File: config.mk
export PLATFORM = sky130hd
export DESIGN_NAME = weighted_server_selector_core
export DESIGN_NICKNAME = d
export VERILOG_FILES = /design/src/rtl/wsel_pkg.sv /design/src/rtl/wsel_ctrl.sv /design/src/rtl/wsel_dp.sv /design/src/rtl/weighted_server_selector_core.sv
export SDC_FILE = /design/constraint.sdc
export NUM_CORES = 1
export LEC_CHECK = 0
export ABC_AREA = 1
export BUFFER_PORTS_ARGS = -buffer_cell sky130_fd_sc_hd__buf_2
export CAP_MARGIN = 20
export CORE_MARGIN = 3
export CORE_UTILIZATION = 66
export DETAILED_ROUTE_END_ITERATION = 10
export GPL_TIMING_DRIVEN = 0
export PLACE_DENSITY_LB_ADDON = 0.1
export SLEW_MARGIN = 10
export SYNTH_ARGS = -nofsm -noshare
export SYNTH_HDL_FRONTEND = slang
export SYNTH_HIERARCHICAL = 1
export SYNTH_SLANG_ARGS = --single-unit
File: constraint.sdc
create_clock -name i_clk -period 11.4 [get_ports i_clk]
set_clock_uncertainty 0.05 [all_clocks]
set_input_delay 1.71 -clock i_clk [delete_from_list [all_inputs] [get_ports i_clk]]
set_output_delay 1.71 -clock i_clk [all_outputs]
set_load 0.01 [all_outputs]
File: src/rtl/wsel_pkg.sv
// ----------------------------------------------------------------------------
// wsel_pkg
// Shared types, constants and helpers for the weighted server selector.
// ----------------------------------------------------------------------------
`default_nettype none

package wsel_pkg;

    localparam int DEF_MAX_SERVERS  = 4;
    localparam int DEF_COUNTER_BITS = 32;

    localparam logic [15:0] LFSR_SEED = 16'hACE1;
    localparam logic [15:0] LFSR_TAPS = 16'hB400;

    localparam int CFG_IDX_W  = 3;
    localparam int STEP_W     = 10;
    localparam int SEL_W      = 2;

    localparam logic [CFG_IDX_W-1:0] CFG_MODE        = 3'd0;
    localparam logic [CFG_IDX_W-1:0] CFG_SERVER_CNT  = 3'd1;
    localparam logic [CFG_IDX_W-1:0] CFG_AVAIL_MASK  = 3'd2;
    localparam logic [CFG_IDX_W-1:0] CFG_STEP_ZERO   = 3'd3;
    localparam logic [CFG_IDX_W-1:0] CFG_STEP_ONE    = 3'd4;
    localparam logic [CFG_IDX_W-1:0] CFG_STEP_TWO    = 3'd5;
    localparam logic [CFG_IDX_W-1:0] CFG_STEP_THREE  = 3'd6;

    localparam logic [1:0] MODE_WEIGHTED    = 2'd0;
    localparam logic [1:0] MODE_ROUND_ROBIN = 2'd1;
    localparam logic [1:0] MODE_RANDOM      = 2'd2;

    typedef struct packed {
        logic [31:0] original_dest;
        logic        pool_hit;
    } t_in;

    typedef struct packed {
        logic             use_original;
        logic [SEL_W-1:0] server_sel;
        logic [31:0]      dest_out;
    } t_out;

    typedef struct packed {
        logic [1:0]             mode;
        logic [2:0]             server_count;
        logic [3:0]             avail_mask;
        logic [3:0][STEP_W-1:0] step;
    } t_cfg;

    typedef enum logic [2:0] {
        ST_IDLE,
        ST_DECIDE,
        ST_SCAN,
        ST_BUMP,
        ST_RAND,
        ST_FINISH
    } t_state;

    typedef enum logic [1:0] {
        PATH_ORIG,
        PATH_SCAN,
        PATH_RAND
    } t_path;

    typedef struct packed {
        logic load;
        logic clear;
        logic scan;
        logic bump;
        logic rand_pick;
        logic emit;
    } t_cmd;

    typedef struct packed {
        t_path path;
        logic  scan_last;
        logic  out_free;
    } t_stat;

    // 4 is 1 mod 3, so the sum of base-4 digits keeps the residue
    function automatic logic [1:0] mod3_u16(input logic [15:0] v);
        logic [4:0] s;
        logic [3:0] t;
        logic [2:0] u;
        s = '0;
        for (int k = 0; k < 8; k++) begin
            s = s + 5'(v[2*k +: 2]);
        end
        t = 4'(s[4:2]) + 4'(s[1:0]);
        u = 3'(t[3:2]) + 3'(t[1:0]);
        if (u >= 3'd3) begin
            u = u - 3'd3;
        end
        return u[1:0];
    endfunction

    function automatic logic [15:0] lfsr_next(input logic [15:0] s);
        return (s >> 1) ^ (s[0] ? LFSR_TAPS : 16'h0000);
    endfunction

endpackage

`default_nettype wire

File: src/rtl/wsel_ctrl.sv
// ----------------------------------------------------------------------------
// wsel_ctrl
// Sequencer for one request: decide, scan servers or pick at random, update, hand over result.
// ----------------------------------------------------------------------------
`default_nettype none

module wsel_ctrl
    import wsel_pkg::*;
(
    input  wire logic  i_clk,
    input  wire logic  i_rst_n,
    input  wire logic  i_in_valid,
    input  wire t_stat i_stat,
    output t_cmd       o_cmd,
    output logic       o_in_stall
);

    t_state r_state;
    t_state n_state;

    always_ff @(posedge i_clk) begin
        if (!i_rst_n) begin
            r_state <= ST_IDLE;
        end else begin
            r_state <= n_state;
        end
    end

    always_comb begin
        n_state = r_state;
        case (r_state)
            ST_IDLE: begin
                if (i_in_valid) n_state = ST_DECIDE;
            end
            ST_DECIDE: begin
                case (i_stat.path)
                    PATH_SCAN: n_state = ST_SCAN;
                    PATH_RAND: n_state = ST_RAND;
                    default:   n_state = ST_FINISH;
                endcase
            end
            ST_SCAN: begin
                if (i_stat.scan_last) n_state = ST_BUMP;
            end
            ST_BUMP:   n_state = ST_FINISH;
            ST_RAND:   n_state = ST_FINISH;
            ST_FINISH: begin
                if (i_stat.out_free) n_state = ST_IDLE;
            end
            default:   n_state = ST_IDLE;
        endcase
    end

    always_comb begin
        o_cmd      = '0;
        o_in_stall = 1'b1;
        case (r_state)
            ST_IDLE: begin
                o_in_stall = 1'b0;
                o_cmd.load = i_in_valid;
            end
            ST_DECIDE: o_cmd.clear     = 1'b1;
            ST_SCAN:   o_cmd.scan      = 1'b1;
            ST_BUMP:   o_cmd.bump      = 1'b1;
            ST_RAND:   o_cmd.rand_pick = 1'b1;
            ST_FINISH: o_cmd.emit      = i_stat.out_free;
            default:   o_cmd           = '0;
        endcase
    end

endmodule

`default_nettype wire

File: src/rtl/wsel_dp.sv
// ----------------------------------------------------------------------------
// wsel_dp
// Request registers, server counters, compare unit, LFSR and result register.
// ----------------------------------------------------------------------------
`default_nettype none

module wsel_dp
    import wsel_pkg::*;
#(
    parameter int MAX_SERVERS  = DEF_MAX_SERVERS,
    parameter int COUNTER_BITS = DEF_COUNTER_BITS
)
(
    input  wire logic i_clk,
    input  wire logic i_rst_n,
    input  wire t_cfg i_cfg,
    input  wire t_in  i_in,
    input  wire t_cmd i_cmd,
    input  wire logic i_out_stall,
    output t_stat     o_stat,
    output logic      o_out_valid,
    output t_out      o_out
);

    localparam int IDX_W = (MAX_SERVERS > 1) ? $clog2(MAX_SERVERS) : 1;
    localparam logic [2:0] MAX_N = 3'(MAX_SERVERS);

    logic [31:0]             r_dest;
    logic                    r_hit;
    logic [IDX_W:0]          r_idx;
    logic [SEL_W-1:0]        r_sel;
    logic [COUNTER_BITS-1:0] r_best;
    logic                    r_found;
    logic                    r_use_orig;
    logic [15:0]             r_lfsr;
    logic [COUNTER_BITS-1:0] r_cnt [MAX_SERVERS];
    logic                    r_out_valid;
    t_out                    r_out;

    logic [2:0]              n_srv;
    logic [IDX_W-1:0]        addr;
    logic [1:0]              addr2;
    logic [STEP_W-1:0]       inc;
    logic [COUNTER_BITS-1:0] cnt_rd;
    logic [COUNTER_BITS:0]   sum;
    logic [COUNTER_BITS-1:0] cnt_sat;
    logic                    avail;
    logic [SEL_W-1:0]        rand_sel;

    assign n_srv  = (i_cfg.server_count > MAX_N) ? MAX_N : i_cfg.server_count;
    assign addr   = i_cmd.bump ? r_sel[IDX_W-1:0] : r_idx[IDX_W-1:0];
    assign addr2  = 2'(addr);
    assign inc    = (i_cfg.mode == MODE_WEIGHTED) ? i_cfg.step[addr2] : STEP_W'(1);
    assign avail  = i_cfg.avail_mask[addr2];
    assign cnt_rd = r_cnt[addr];
    assign sum    = {1'b0, cnt_rd} + (COUNTER_BITS + 1)'(inc);
    assign cnt_sat = sum[COUNTER_BITS] ? '1 : sum[COUNTER_BITS-1:0];

    always_comb begin
        case (n_srv)
            3'd2:    rand_sel = SEL_W'(r_lfsr[0]);
            3'd3:    rand_sel = mod3_u16(r_lfsr);
            default: rand_sel = r_lfsr[1:0];
        endcase
    end

    always_comb begin
        o_stat.path = PATH_ORIG;
        if (r_hit && n_srv != 3'd0) begin
            if (i_cfg.mode == MODE_WEIGHTED || i_cfg.mode == MODE_ROUND_ROBIN) begin
                o_stat.path = PATH_SCAN;
            end else if (i_cfg.mode == MODE_RANDOM && n_srv >= 3'd2) begin
                o_stat.path = PATH_RAND;
            end
        end
        o_stat.scan_last = (3'(r_idx) + 3'd1) >= n_srv;
        o_stat.out_free  = !r_out_valid || !i_out_stall;
    end

    always_ff @(posedge i_clk) begin
        if (i_cmd.load) begin
            r_dest <= i_in.original_dest;
            r_hit  <= i_in.pool_hit;
        end
        if (i_cmd.clear) begin
            r_idx      <= '0;
            r_sel      <= '0;
            r_found    <= 1'b0;
            r_use_orig <= 1'b1;
        end
        if (i_cmd.scan) begin
            r_idx <= r_idx + (IDX_W + 1)'(1);
            if (avail && (!r_found || cnt_rd < r_best)) begin
                r_found <= 1'b1;
                r_best  <= cnt_rd;
                r_sel   <= SEL_W'(addr);
            end
        end
        if (i_cmd.bump) begin
            r_use_orig <= !r_found;
            if (!r_found) r_sel <= '0;
        end
        if (i_cmd.rand_pick) begin
            r_sel      <= rand_sel;
            r_use_orig <= 1'b0;
        end
        if (i_cmd.emit) begin
            r_out.use_original <= r_use_orig;
            r_out.server_sel   <= r_sel;
            r_out.dest_out     <= r_dest;
        end
    end

    always_ff @(posedge i_clk) begin
        if (!i_rst_n) begin
            r_lfsr      <= LFSR_SEED;
            r_out_valid <= 1'b0;
            for (int k = 0; k < MAX_SERVERS; k++) begin
                r_cnt[k] <= '0;
            end
        end else begin
            if (i_cmd.rand_pick) begin
                r_lfsr <= lfsr_next(r_lfsr);
            end
            if ((i_cmd.scan && !avail) || (i_cmd.bump && r_found)) begin
                r_cnt[addr] <= cnt_sat;
            end
            if (i_cmd.emit) begin
                r_out_valid <= 1'b1;
            end else if (!i_out_stall) begin
                r_out_valid <= 1'b0;
            end
        end
    end

    assign o_out_valid = r_out_valid;
    assign o_out       = r_out;

endmodule

`default_nettype wire

File: src/rtl/weighted_server_selector_core.sv
// ----------------------------------------------------------------------------
// weighted_server_selector_core
// Picks a pool server per request by weighted counters, round robin or LFSR.
// ----------------------------------------------------------------------------
// One request is handled at a time. A weighted or round-robin pick scans the
// n active servers, since one shared compare-and-update unit visits one server
// counter per cycle; a random pick and a pass-through request skip the scan.
// The result sits in an output register, so the next request is taken while
// it waits. Configuration registers take one write per cycle and are to be
// written only while no request is in flight; the block itself does not
// enforce this.
`default_nettype none

module weighted_server_selector_core
    import wsel_pkg::*;
#(
    parameter int MAX_SERVERS  = DEF_MAX_SERVERS,
    parameter int COUNTER_BITS = DEF_COUNTER_BITS
)
(
    input  wire logic                 i_clk,
    input  wire logic                 i_rst_n,
    input  wire logic                 i_in_valid,
    output logic                      o_in_stall,
    input  wire t_in                  i_in,
    output logic                      o_out_valid,
    input  wire logic                 i_out_stall,
    output t_out                      o_out,
    input  wire logic                 i_cfg_valid,
    output logic                      o_cfg_ready,
    input  wire logic [CFG_IDX_W-1:0] i_cfg_index,
    input  wire logic [STEP_W-1:0]    i_cfg_data
);

    t_cfg  r_cfg;
    t_cmd  cmd;
    t_stat stat;

    assign o_cfg_ready = 1'b1;

    always_ff @(posedge i_clk) begin
        if (!i_rst_n) begin
            r_cfg.mode         <= MODE_WEIGHTED;
            r_cfg.server_count <= '0;
            r_cfg.avail_mask   <= '1;
            r_cfg.step         <= '0;
        end else if (i_cfg_valid && o_cfg_ready) begin
            case (i_cfg_index)
                CFG_MODE:       r_cfg.mode         <= i_cfg_data[1:0];
                CFG_SERVER_CNT: r_cfg.server_count <= i_cfg_data[2:0];
                CFG_AVAIL_MASK: r_cfg.avail_mask   <= i_cfg_data[3:0];
                CFG_STEP_ZERO:  r_cfg.step[0]      <= i_cfg_data;
                CFG_STEP_ONE:   r_cfg.step[1]      <= i_cfg_data;
                CFG_STEP_TWO:   r_cfg.step[2]      <= i_cfg_data;
                CFG_STEP_THREE: r_cfg.step[3]      <= i_cfg_data;
                default:        r_cfg              <= r_cfg;
            endcase
        end
    end

    wsel_ctrl u_ctrl (
        .i_clk      (i_clk),
        .i_rst_n    (i_rst_n),
        .i_in_valid (i_in_valid),
        .i_stat     (stat),
        .o_cmd      (cmd),
        .o_in_stall (o_in_stall)
    );

    wsel_dp #(
        .MAX_SERVERS  (MAX_SERVERS),
        .COUNTER_BITS (COUNTER_BITS)
    ) u_dp (
        .i_clk       (i_clk),
        .i_rst_n     (i_rst_n),
        .i_cfg       (r_cfg),
        .i_in        (i_in),
        .i_cmd       (cmd),
        .i_out_stall (i_out_stall),
        .o_stat      (stat),
        .o_out_valid (o_out_valid),
        .o_out       (o_out)
    );

    a_orig_sel_zero: assert property (@(posedge i_clk) disable iff (!i_rst_n)
        (o_out_valid && o_out.use_original) |-> (o_out.server_sel == '0))
        else $error("pass-through result carries a server index");

    a_busy_after_accept: assert property (@(posedge i_clk) disable iff (!i_rst_n)
        (i_in_valid && !o_in_stall) |=> o_in_stall)
        else $error("new transaction taken while one is in progress");

    a_result_from_work: assert property (@(posedge i_clk) disable iff (!i_rst_n)
        $rose(o_out_valid) |-> $past(o_in_stall))
        else $error("result appeared with no transaction in progress");

endmodule

`default_nettype wire

==> results of run 1 <==
[worst reg2reg max path: stages (launching register included)]
cell and delay, ns:
dfxtp_1 0.37, inv_2 0.12, nand2_1 0.07, nor2_1 0.45
nand2_1 0.21, nand2_2 0.30, buf_6 0.21, buf_4 0.24
clkbuf_1 0.38, clkbuf_1 0.56, nor2_1 0.08, o21ai_0 0.54
fa_1 0.33, nand3_1 0.10, a21oi_1 0.23, nor2_1 0.10
o21ai_0 0.26, nand2_2 0.16, nor2_4 0.20, nand2_2 0.13
nor2_4 0.13, nand2_2 0.11, nor3_4 0.47, inv_2 0.13
nand3b_1 0.15, and2_1 0.14
[worst max path at each step]
stage                      start           endpoint  slack, ns  cells past startpoint
3_3_place_gp   u_ctrl/r_state[2]   u_dp/r_cnt[3][5]       4.48                     14
3_5_place_dp   u_ctrl/r_state[2]  u_dp/r_cnt[0][26]       5.24                     25
4_1_cts        u_ctrl/r_state[2]  u_dp/r_cnt[0][26]       5.14                     25
6_report       u_ctrl/r_state[2]  u_dp/r_cnt[0][26]       5.05                     25
5_1_grt        u_ctrl/r_state[2]  u_dp/r_cnt[0][26]       4.62                     25
2_1_floorplan     u_dp/r_lfsr[7]      u_dp/r_sel[1]       6.04                     20
[power by group]
group	internal (uW)	switching, uW	leakage (uW)
combinational	539	907	0.00378
sequential	1280	33.8	0.00287
clock	639	423	0.000521
[synth_stat cells, drive strengths merged]
| master | number |
|---|---|
| nand4 | 8 |
| o21ai | 93 |
| nor2 | 315 |
| o311a | 1 |
| clkbuf | 15 |
| nand2 | 229 |
| o221a | 1 |
| nand3 | 86 |
| o221ai | 6 |
| inv | 180 |
| o211ai | 6 |
| a22oi | 35 |
| nor4 | 2 |
| nand3b | 3 |
| o2111ai | 1 |
| and2 | 4 |
| a31oi | 4 |
| ha | 55 |
| nor3 | 8 |
| conb | 1 |
| clkinv | 2 |
| a21boi | 1 |
| or2 | 6 |
| a21oi | 59 |
| xor2 | 13 |
| a211oi | 4 |
| o31ai | 1 |
| nor4b | 1 |
| buf | 31 |
| fa | 14 |
| xnor2 | 4 |
| edfxtp | 231 |
| o22ai | 1 |
| dfxtp | 73 |
| a21o | 2 |
| and3 | 1 |
| o21bai | 1 |
[through the flow]
stage | hold WS (ns) | power [uW] | setup slack, ns
after floorplan | 0.350 | 2430 | 6.04
after global placement | 0.351 | 2690 | 4.48
after detailed placement | 0.355 | 2770 | 5.24
after CTS | 0.369 | 3830 | 5.14
after global routing | 0.376 | 4100 | 4.62
final | 0.368 | 3830 | 5.05
[sequential cells by signal (all words and copies together), names as in the netlist, 2 cells and up]
signal          count
u_dp/o_out         35
r_cfg              49
u_dp/r_cnt        128
u_dp/r_idx          3
u_dp/r_sel          2
u_dp/r_dest        32
u_dp/r_lfsr        16
u_ctrl/r_state      3
u_dp/r_best        32
[cell families after synthesis]
kind of cell	count (synthesis)	share of synthesized area, %
AOI/OAI and AO/OA	216	9.36
xor gates and xnor gates	17	1.01
adders and majority gates	69	6.55
buffers and inverters	228	6.46
DFF	304	56.8
other	1	0.0254
and+or+nand+nor	663	19.8
[area by class of cell]
class | count | area [sq um] | share of cell area, %
Sequential cell | 304 | 8400 | 50.0
Multi-Input combinational cell | 966 | 5470 | 32.5
Clock buffer | 34 | 797 | 4.74
Inverter | 182 | 691 | 4.11
Timing Repair Buffer | 95 | 562 | 3.34
Tap cell | 280 | 350 | 2.08
Clock inverter | 23 | 280 | 1.67
Buffer | 46 | 265 | 1.58
[metal layers]
layer	vias up	GRT usage, %
met1	5315	36.5
met3	116	4.24
met2	569	53.2
met4	0	11.9
li1	5286	-
met5	-	0
==> results.md, run 1 <==
- Fmax: ~160 MHz
- Total grt overflow: 0
- Reg-to-reg startpoint: u_ctrl/r_state[2]
- Family with the most delay on the worst path: simple AND/OR/NAND/NOR gates
- Finished Core Util: 76.8%
- Placer congestion estimate: 0.936
- Total global-route track usage: 29.7%
- Setup TNS Final: 0 ns
- Crit path DAT: 6.74 ns
- Slew Viols, Final: 0
- DR WL/cell: 18.8 microns
- Largest net degree at the start of global routing: 33
- Required @ worst endpoint: 11.79 ns
- Rows: 54
- Layout area overhead: 13.7%
- Hold Crit Class: reg -> reg
- Yosys cell types: 59
- Area after DPL: 0.0157 sq mm
- Startpoint types: register
- RSZ-0062 raised after global routing: no
- Tcrit/Tclk final: 55.7%
- Area of the die: between 0.02 and 0.025 sq mm
- Worst Tran Pin Value: 0.829 ns
- Slowest cell on crit path: clkbuf_1
- Hold-fix buffers, CTS: 0
- Commonest non-fill, non-tap cells in the layout: nor2_1 (293), edfxtp_1 (231), nand2_1 (207)
- Worst r2r dst: u_dp/r_cnt[0][26]
- CTS root buffer: clkbuf_16
- WHS Endpoint: u_dp/o_out[17]
- Hold_sp: u_dp/r_dest[17]
- Worst r2r path cells: 25
- Slowest stage delay, CP: 0.56 ns
- Peak VDD IR: 0.000445 V
- Top-area cell type share of the netlist area: 46.9%
- First-pass GRT wire length: about 57 mm
- Crit path buffers/inverters: 6
- Seq/Total Area, Yosys: 56.8%
- Post-CTS sizing: 0
- FF+latch count, synth: 304
- Met2 wire length: 18.1 mm
- Post-synthesis cell count: 1498
- Initial DRT Pass Iterations: 6
- Share of post-route cells with drive strength above 1: around 16%
- Postcts setup bufs: 0
- Relative slew margins: between 40 and 50%
- Metal3 WL: about 3.1 mm
- Final antenna-violating net count: 0
- DR iter-0 viols: between 900 and 1000
- MaxCap Viol Count: 0
- Initial Utilization: 67.6%
- # DRC: 0
- Hold Fails Final Rpt: 0
- Most common cell after layout, fill and taps aside: nor2_1
- Final min period: roughly 6.4 ns
- Setup CP Type: reg -> reg
- Ant. Diodes: 0
- Core Region: 0.0219 sq mm
- Metal-1 WL: 13.8 mm
- Post-synth design cell area: between 0.01 and 0.015 sq mm
- Die W: 156 microns
- Post-Layout Cell Count: 1930
- PwrDens: 228 mW/mm^2
- Status: complete, no violations
- Syn. warnings: 6
- Reg2Reg Setup Slack: 5.05 ns
- Number of top-level pins: 89
- Leading area contributor after synthesis: edfxtp_1
- Syn nets: approximately 1600
- Critical path capture point type: register
- Placed cell count: 1873
- Number of port buffers: 87
- Syn Area/Cell: a little under 10 sq um
- Final setup violation count: 0
- Max layer used: met4
- Die height: 156 microns
- CTS Buf Count: 31
- Final nets: 1746
- Vias/cell: 5.85
- H-Tree Depth: 1
- Worst path most repeated cell: nand2_2
- Post-route cell area: 0.0168 sq mm
- CTS sink count: about 300
- Clock Pin Slew Worst Setup and Hold Paths: 0.06 ns
- Worst-Skew Late Latency: between 0.5 and 0.6 ns
- Total Routed Length: 36.3 mm
- Antenna violations before repair: 0
- Hold depth: 0
- Largest cells by area after synthesis: edfxtp_1 (47%), dfxtp_1 (9.9%), nor2_1 (7.5%), nand2_1 (5.3%), ha_1 (4.7%)
- Static leakage: 0.00717 uW
- HPWL Detailed: 24.3 mm
- Vias: 11300
- Clock tree from TritonCTS: built
- Fillers: 1521
- CTS Buffer Depth: 3
- Vias in the first global route: 11400
- Maximum fanout along the worst path: 10
No activity file was read; power rests on OpenSTA's default activity.
==> run 2, diff against run 1 <==
--- a/config.mk
+++ b/config.mk
@@ -5,11 +5,11 @@
 export SDC_FILE = /design/constraint.sdc
 export NUM_CORES = 1
 export LEC_CHECK = 0
-export ABC_AREA = 1
+export ABC_AREA = 0
 export BUFFER_PORTS_ARGS = -buffer_cell sky130_fd_sc_hd__buf_2
 export CAP_MARGIN = 20
 export CORE_MARGIN = 3
-export CORE_UTILIZATION = 66
+export CORE_UTILIZATION = 61
 export DETAILED_ROUTE_END_ITERATION = 10
 export GPL_TIMING_DRIVEN = 0
 export PLACE_DENSITY_LB_ADDON = 0.1
==> constraint.sdc (replaced) <==
create_clock -name i_clk -period 6.06 [get_ports i_clk]
set_clock_uncertainty 0.05 [all_clocks]
set_input_delay 0.909 -clock i_clk [delete_from_list [all_inputs] [get_ports i_clk]]
set_output_delay 0.909 -clock i_clk [all_outputs]
set_load 0.01 [all_outputs]
==> run 2 against run 1 <==
  * Final area fell by 1.0%
  * First-iteration DRC count fell by 21%
  * Clock power is 78% higher
  * Sequential cell count unchanged
  * Largest power group is now registers
==> results.md, run 2 <==
- Status: complete, no violations
- Number of top-level pins: 89
- CTS root buffer: clkbuf_16
- Crit path DAT: 5.99 ns
- Final setup violation count: 0
- Initial Utilization: 63.2%
- Mux share of post-synthesis cell area: 11.8%
- # DRC: 0
- Peak VDD IR: 0.000464 V
- Busiest grt layer: met2
- Core Region: 0.0231 sq mm
- Total grt overflow: 0
- Layout area overhead: 14.2%
- Yosys cell types: 69
- RSZ-0062 raised after global routing: no
- Final nets: roughly 1400
- Area after DPL: approximately 0.016 sq mm
- GRT met1 Usage: 33.0%
- Post-synth design cell area: 0.0146 sq mm
- Slowest cell on crit path: fa_1
- PwrDens: ~340 mW/mm^2
- Slew Viols, Final: 0
- Met3 usage: under 10%
- Most common cell after layout, fill and taps aside: edfxtp_1
- Die W: around 160 microns
- Commonest non-fill, non-tap cells in the layout: edfxtp_1 (231), nand2_1 (122), nor2_1 (101)
- HPWL Detailed: ~23 mm
- Count leader, synth: edfxtp_1
- First-pass GRT wire length: just over 50 mm
- Relative slew margins: 41.8%
- H-Tree Depth: 1
- EDFF count, synth: 231
- Synth Area in XOR/XNOR: 1.74%
- Die height: 161 microns
- Critical path capture point type: register
- Post-route cell area: 0.0166 sq mm
- Placer congestion estimate: 0.950
- Critical Path, Cell by Cell: buf_2 > and3b_1 > buf_6 > mux2i_4 > buf_4 > buf_4 > clkbuf_2 > mux4_2 > or2_2 > ha_1 > fa_1 > a21o_1 > a21oi_1 > a21oi_1 > or3_1 > buf_1 > nand4_1 > xor2_1 > a21oi_1
- Total Routed Length: 33.1 mm
- FF+latch area: 0.00840 sq mm
- Maximum fanout along the worst path: 19
- Worst Tran Pin Value: 0.873 ns
- Clock tree from TritonCTS: built
- Final antenna-violating net count: 0
- Area of the die: about 0.026 sq mm
- Rows: between 50 and 60
- Hold Fails Final Rpt: 0
- Largest Register: u_dp/r_cnt
- Flip-flop count of the largest register after layout: between 100 and 150
- Syn nets: 1288
- Area of the multi-input gates: around 0.0057 sq mm
- Setup TNS Final: 0 ns
- Syn Area/Cell: approximately 12 sq um
- Post-synth top cells: edfxtp_1 (231), nand2_1 (126), nor2_1 (102)
- Ant. Diodes: 0
- Hold Crit Class: reg -> reg
- GR Util met2: 42.8%
- MaxCap Viol Count: 0
- DR iter-0 viols: between 700 and 800
- Startpoint types: register
- CTS Buffer Depth: 3
- Vias/cell: 5.92
- Antenna violations before repair: 0
- Seq/Total Area, Yosys: 57.6%
- CTS sink count: 304
- Hold-fix buffers, CTS: 0
- Clock Pin Slew Worst Setup and Hold Paths: 0.07 ns
- Initial DRT Pass Iterations: 7
- Largest net degree at the start of global routing: 36
- CTS Buf Count: 31
- Post-synthesis cell count: between 1000 and 1500
- Largest cells by area after synthesis: edfxtp_1 (48%), dfxtp_1 (10%), mux4_2 (6.3%), mux2i_1 (5.0%), ha_1 (4.7%)
- Syn. warnings: 6
- Slowest stage delay, CP: approximately 0.4 ns
- Worst-Skew Late Latency: roughly 0.55 ns
- DR WL/cell: roughly 20 microns
- Number of port buffers: 87
- Fillers: between 1500 and 2000
- Vias in the first global route: 9741
- Post-Synth Simple-Gate Area: 12.3%
- Share of post-route cells with drive strength above 1: 17.9%
- Setup CP Type: reg -> reg
- Required @ worst endpoint: roughly 6.3 ns
- Post-Synth Adder-Cell Area: 6.64%
- Final min period: ~5.8 ns
- Post-synth ARST share: 0%
- Fmax: roughly 170 MHz
- Main combinational cell family by area after synthesis: simple AND/OR/NAND/NOR gates
- Primary FF master, synth: edfxtp_1
- Total global-route track usage: 25.3%
- Tcrit/Tclk final: 95.4%
- Static leakage: 0.00651 uW
- Worst path most repeated cell: a21oi_1
- Top-area cell type share of the netlist area: 47.6%
- Leading area contributor after synthesis: edfxtp_1
- FF+latch count, synth: ~300
- Vias: 9654
- Compound-Gate Fraction of Synth Area: roughly 5.9%
run 2: path summary, 6_finish.rpt:
kind | start | to | slack, ns | depth (start not counted)
worst min register to register | u_dp/r_dest[19] | u_dp/o_out[19] | 0.37 | 0
worst max-delay path | u_ctrl/r_state[0] | u_dp/r_cnt[3][22] | 0.28 | 19
worst max register to register | u_ctrl/r_state[0] | u_dp/r_cnt[3][22] | 0.28 | 19
worst min-delay path | u_dp/r_dest[19] | u_dp/o_out[19] | 0.37 | 0
run 2: kinds of logic after synthesis:
logic type,count (synthesis)
simple gates,373
flops,304
compound gates,144
buf+inv,129
mux,119
fa+ha+maj,69
xor+xnor,29
other cells,1
run 2: final cells by class:
cell class                 instances  share of cell area [%]
tap                              313                    2.35
timing repair buffer              95                    3.56
sequential                       304                    50.5
clock inverter                    13                   0.865
buffer                            59                    1.89
clock buffer                      43                    5.24
multi-input combinational        735                    34.1
inverter                          68                    1.53
run 2: metrics by stage:
step	hold WS, ns	util [%]	total power (uW)	instances	setup slack [ns]
CTS	0.369	72.1	5740	1629	0.176
global route	0.375	72.2	6030	1630	0.00635
detailed placement	0.355	67.5	3850	1574	-1.53
floorplan	0.350	-	3520	1168	0.599
global placement	0.350	66.8	3770	1568	-1.51
finish	0.368	72.2	5700	1630	0.277
run 2: critical path: cells and delay by family (launching register included):
family / cells / cell delay (ns)
compound gates: 4 / 0.73
mux: 2 / 0.73
buf+inv: 6 / 1.59
xor+xnor: 1 / 0.34
flops: 1 / 0.33
fa+ha+maj: 2 / 0.63
simple gates: 4 / 1.08
run 2: timing repair:
action / CTS / global route
setup buffers: 1 / 1
setup endpoints to repair: 163 / 108
pin swaps: 0 / 1
gates resized for setup: 8 / 4
run 2: report_power, final:
part | total (uW) | leakage [uW] | switching (uW) | internal (uW)
registers | 2370 | 0.00286 | 36.2 | 2340
clock network | 1890 | 0.000496 | 760 | 1130
logic | 1440 | 0.00315 | 815 | 628
run 2: layer usage:
layer / share of wire, % / up-vias
li1: - / 4496
met1: 41 / 4686
met2: 49 / 392
met3: 7.0 / 80
met4: 3.1 / 0
met5: 0 / -
==> run 3, diff against run 2 <==
--- a/config.mk
+++ b/config.mk
@@ -13,6 +13,7 @@
 export DETAILED_ROUTE_END_ITERATION = 10
 export GPL_TIMING_DRIVEN = 0
 export PLACE_DENSITY_LB_ADDON = 0.1
+export RECOVER_POWER = 25
 export SLEW_MARGIN = 10
 export SYNTH_ARGS = -nofsm -noshare
 export SYNTH_HDL_FRONTEND = slang
==> run 3 against run 2 <==
  * Largest cell class unchanged
  * Clock-buffer cell count is the same
  * Critical endpoint is now u_dp/r_cnt[2][21]
  * Critical path depth stayed put
  * Sequential power about the same
  * Sequential cell count stayed put
  * Wire length about the same
  * The flow now finishes with violations (capacitance limit, slew limit)
  * Core utilization decreased by 0.26 points
  * Global-route usage unchanged
  * Power shrank 0.21%
  * Worst hold slack hardly changed
  * Register-to-register slack hardly changed
  * Critical path type unchanged
  * Sequential share of layout area rose by 0.18 points
==> results.md, run 3 (synthesis results as in run 2) <==
- Status: complete, but fails checks
- Violated checks: capacitance limit, slew limit
- Static leakage: 0.00647 uW
- Hold Fails Final Rpt: 0
- HPWL Detailed: roughly 23 mm
- Total grt overflow: 0
- Final min period: 5.79 ns
- Worst r2r path cells: 19
- First-pass GRT wire length: 51.3 mm
- Reg2Reg Setup Slack: 0.27 ns
- Required @ worst endpoint: 6.27 ns
- Flip-flop count of the largest register after layout: between 100 and 150
- Vias: 9621
- CTS Buffer Depth: 3
- Hold depth: 0
- Setup CP Type: reg -> reg
- Initial Utilization: 63.2%
- CTS Buf Count: 31
- Peak VDD IR: approximately 0.00046 V
- Final antenna-violating net count: 0
- Max layer used: met4
- MaxCap Viol Count: 2
- # DRC: 0
- Layout area overhead: 13.8%
- PwrDens: around 340 mW/mm^2
- Worst Hold Slack: 0.368 ns
- DR iter-0 viols: 768
- Metal3 WL: 2.46 mm
- Rows: 55
- Worst-Skew Late Latency: 0.54 ns
- Met2 wire length: ~16 mm
- CTS sink count: 304
- Die height: 161 microns
- Worst Tran Pin Value: 1.76 ns
- Fmax: 173 MHz
- Metal-1 WL: 13.4 mm
- Placer congestion estimate: 0.950
- Initial DRT Pass Iterations: 5
- Antenna violations before repair: 0
- Die W: 161 microns
- Vias in the first global route: between 9000 and 10000
- Largest net degree at the start of global routing: 36
- Fillers: 1564
- RSZ-0062 raised after global routing: no
- Most common cell after layout, fill and taps aside: edfxtp_1
- Critical path capture point type: register
- Startpoint types: register
- Area of the die: 0.0258 sq mm
- Largest Register: u_dp/r_cnt
- Vias/cell: 5.90
- H-Tree Depth: 1
- Relative slew margins: -17.1%
- Share of post-route cells with drive strength above 1: between 10% and 20%
- Hold Crit Class: reg -> reg
- Total global-route track usage: 25.3%
- CTS root buffer: clkbuf_16
- Slew Viols, Final: 66
- Hold-fix buffers, CTS: 0
- Total Routed Length: 33.0 mm
- Crit path DAT: 6.00 ns
- FF+latch area: 0.00840 sq mm
- Clock Pin Slew Worst Setup and Hold Paths: 0.07 ns
- Ant. Diodes: 0
- Clock tree from TritonCTS: built
- Maximum fanout along the worst path: 19
- Core Region: 0.0231 sq mm
- Number of port buffers: a little under 90
- Final nets: 1414
- Commonest non-fill, non-tap cells in the layout: edfxtp_1 (231), nand2_1 (122), nor2_1 (103)
- Final setup violation count: 0
- Finished Core Util: 71.9%
- DR WL/cell: 20.3 microns
- Area of the multi-input gates: 0.00565 sq mm
- Number of top-level pins: around 90
- Tcrit/Tclk final: 95.5%
[run 3: worst max-delay path, stage by stage, from the launching register on]
cell and delay [ns]:
dfxtp_1 0.32, buf_2 0.19, and3b_1 0.24, buf_6 0.15, mux2i_4 0.37, buf_4 0.31
buf_4 0.36, clkbuf_2 0.35, mux4_2 0.36, or2_2 0.29, ha_1 0.22, fa_1 0.41
a21o_1 0.21, a21oi_1 0.20, a21oi_1 0.19, nor3_4 0.43, nor4_2 0.13, nand2_1 0.20
buf_2 0.36, a21oi_1 0.14
[run 3: layout make-up]
| class | count | share of cell area [%] |
|---|---|---|
| sequential | 304 | 50.6 |
| multi-input combinational | 735 | 34.1 |
| clock buffer | 43 | 5.26 |
| timing repair buffer | 95 | 3.37 |
| tap | 313 | 2.36 |
| buffer | 59 | 1.86 |
| inverter | 68 | 1.54 |
| clock inverter | 13 | 0.868 |
[run 3: path summary, 6_finish.rpt]
check	endpoint	from
hold reg to reg	u_dp/o_out[19]	u_dp/r_dest[19]
setup / recovery	u_dp/r_cnt[2][21]	u_ctrl/r_state[0]
setup reg to reg	u_dp/r_cnt[2][21]	u_ctrl/r_state[0]
hold / removal	u_dp/o_out[19]	u_dp/r_dest[19]
[run 3: layer usage]
metal	global-route usage, %	vias to the layer above
met5	0	-
met4	9.63	0
met3	4.26	78
met2	42.8	387
met1	33.0	4662
li1	-	4494
[run 3: power breakdown]
part | switching (uW) | internal, uW
sequential | 35.8 | 2340
clock | 757 | 1130
combinational | 812 | 621
total | 1600 | 4090
[run 3: timing repair]
item,4_1_cts,5_1_grt
buffers inserted,1,1
setup endpoints to repair,163,108
pin swaps,0,1
resized for setup,8,4
[run 3: through the flow]
stage | setup TNS [ns] | instances | power [uW] | setup slack [ns] | instance area (sq um)
5_1_grt | 0 | 1630 | 6020 | 0.0165 | 16600
2_1_floorplan | 0 | 1168 | 3520 | 0.599 | 14600
3_3_place_gp | -211.73 | 1568 | 3770 | -1.51 | 15400
3_5_place_dp | -198.10 | 1574 | 3850 | -1.53 | 15600
6_report | 0 | 1630 | 5690 | 0.270 | 16600
4_1_cts | 0 | 1629 | 5740 | 0.176 | 16600
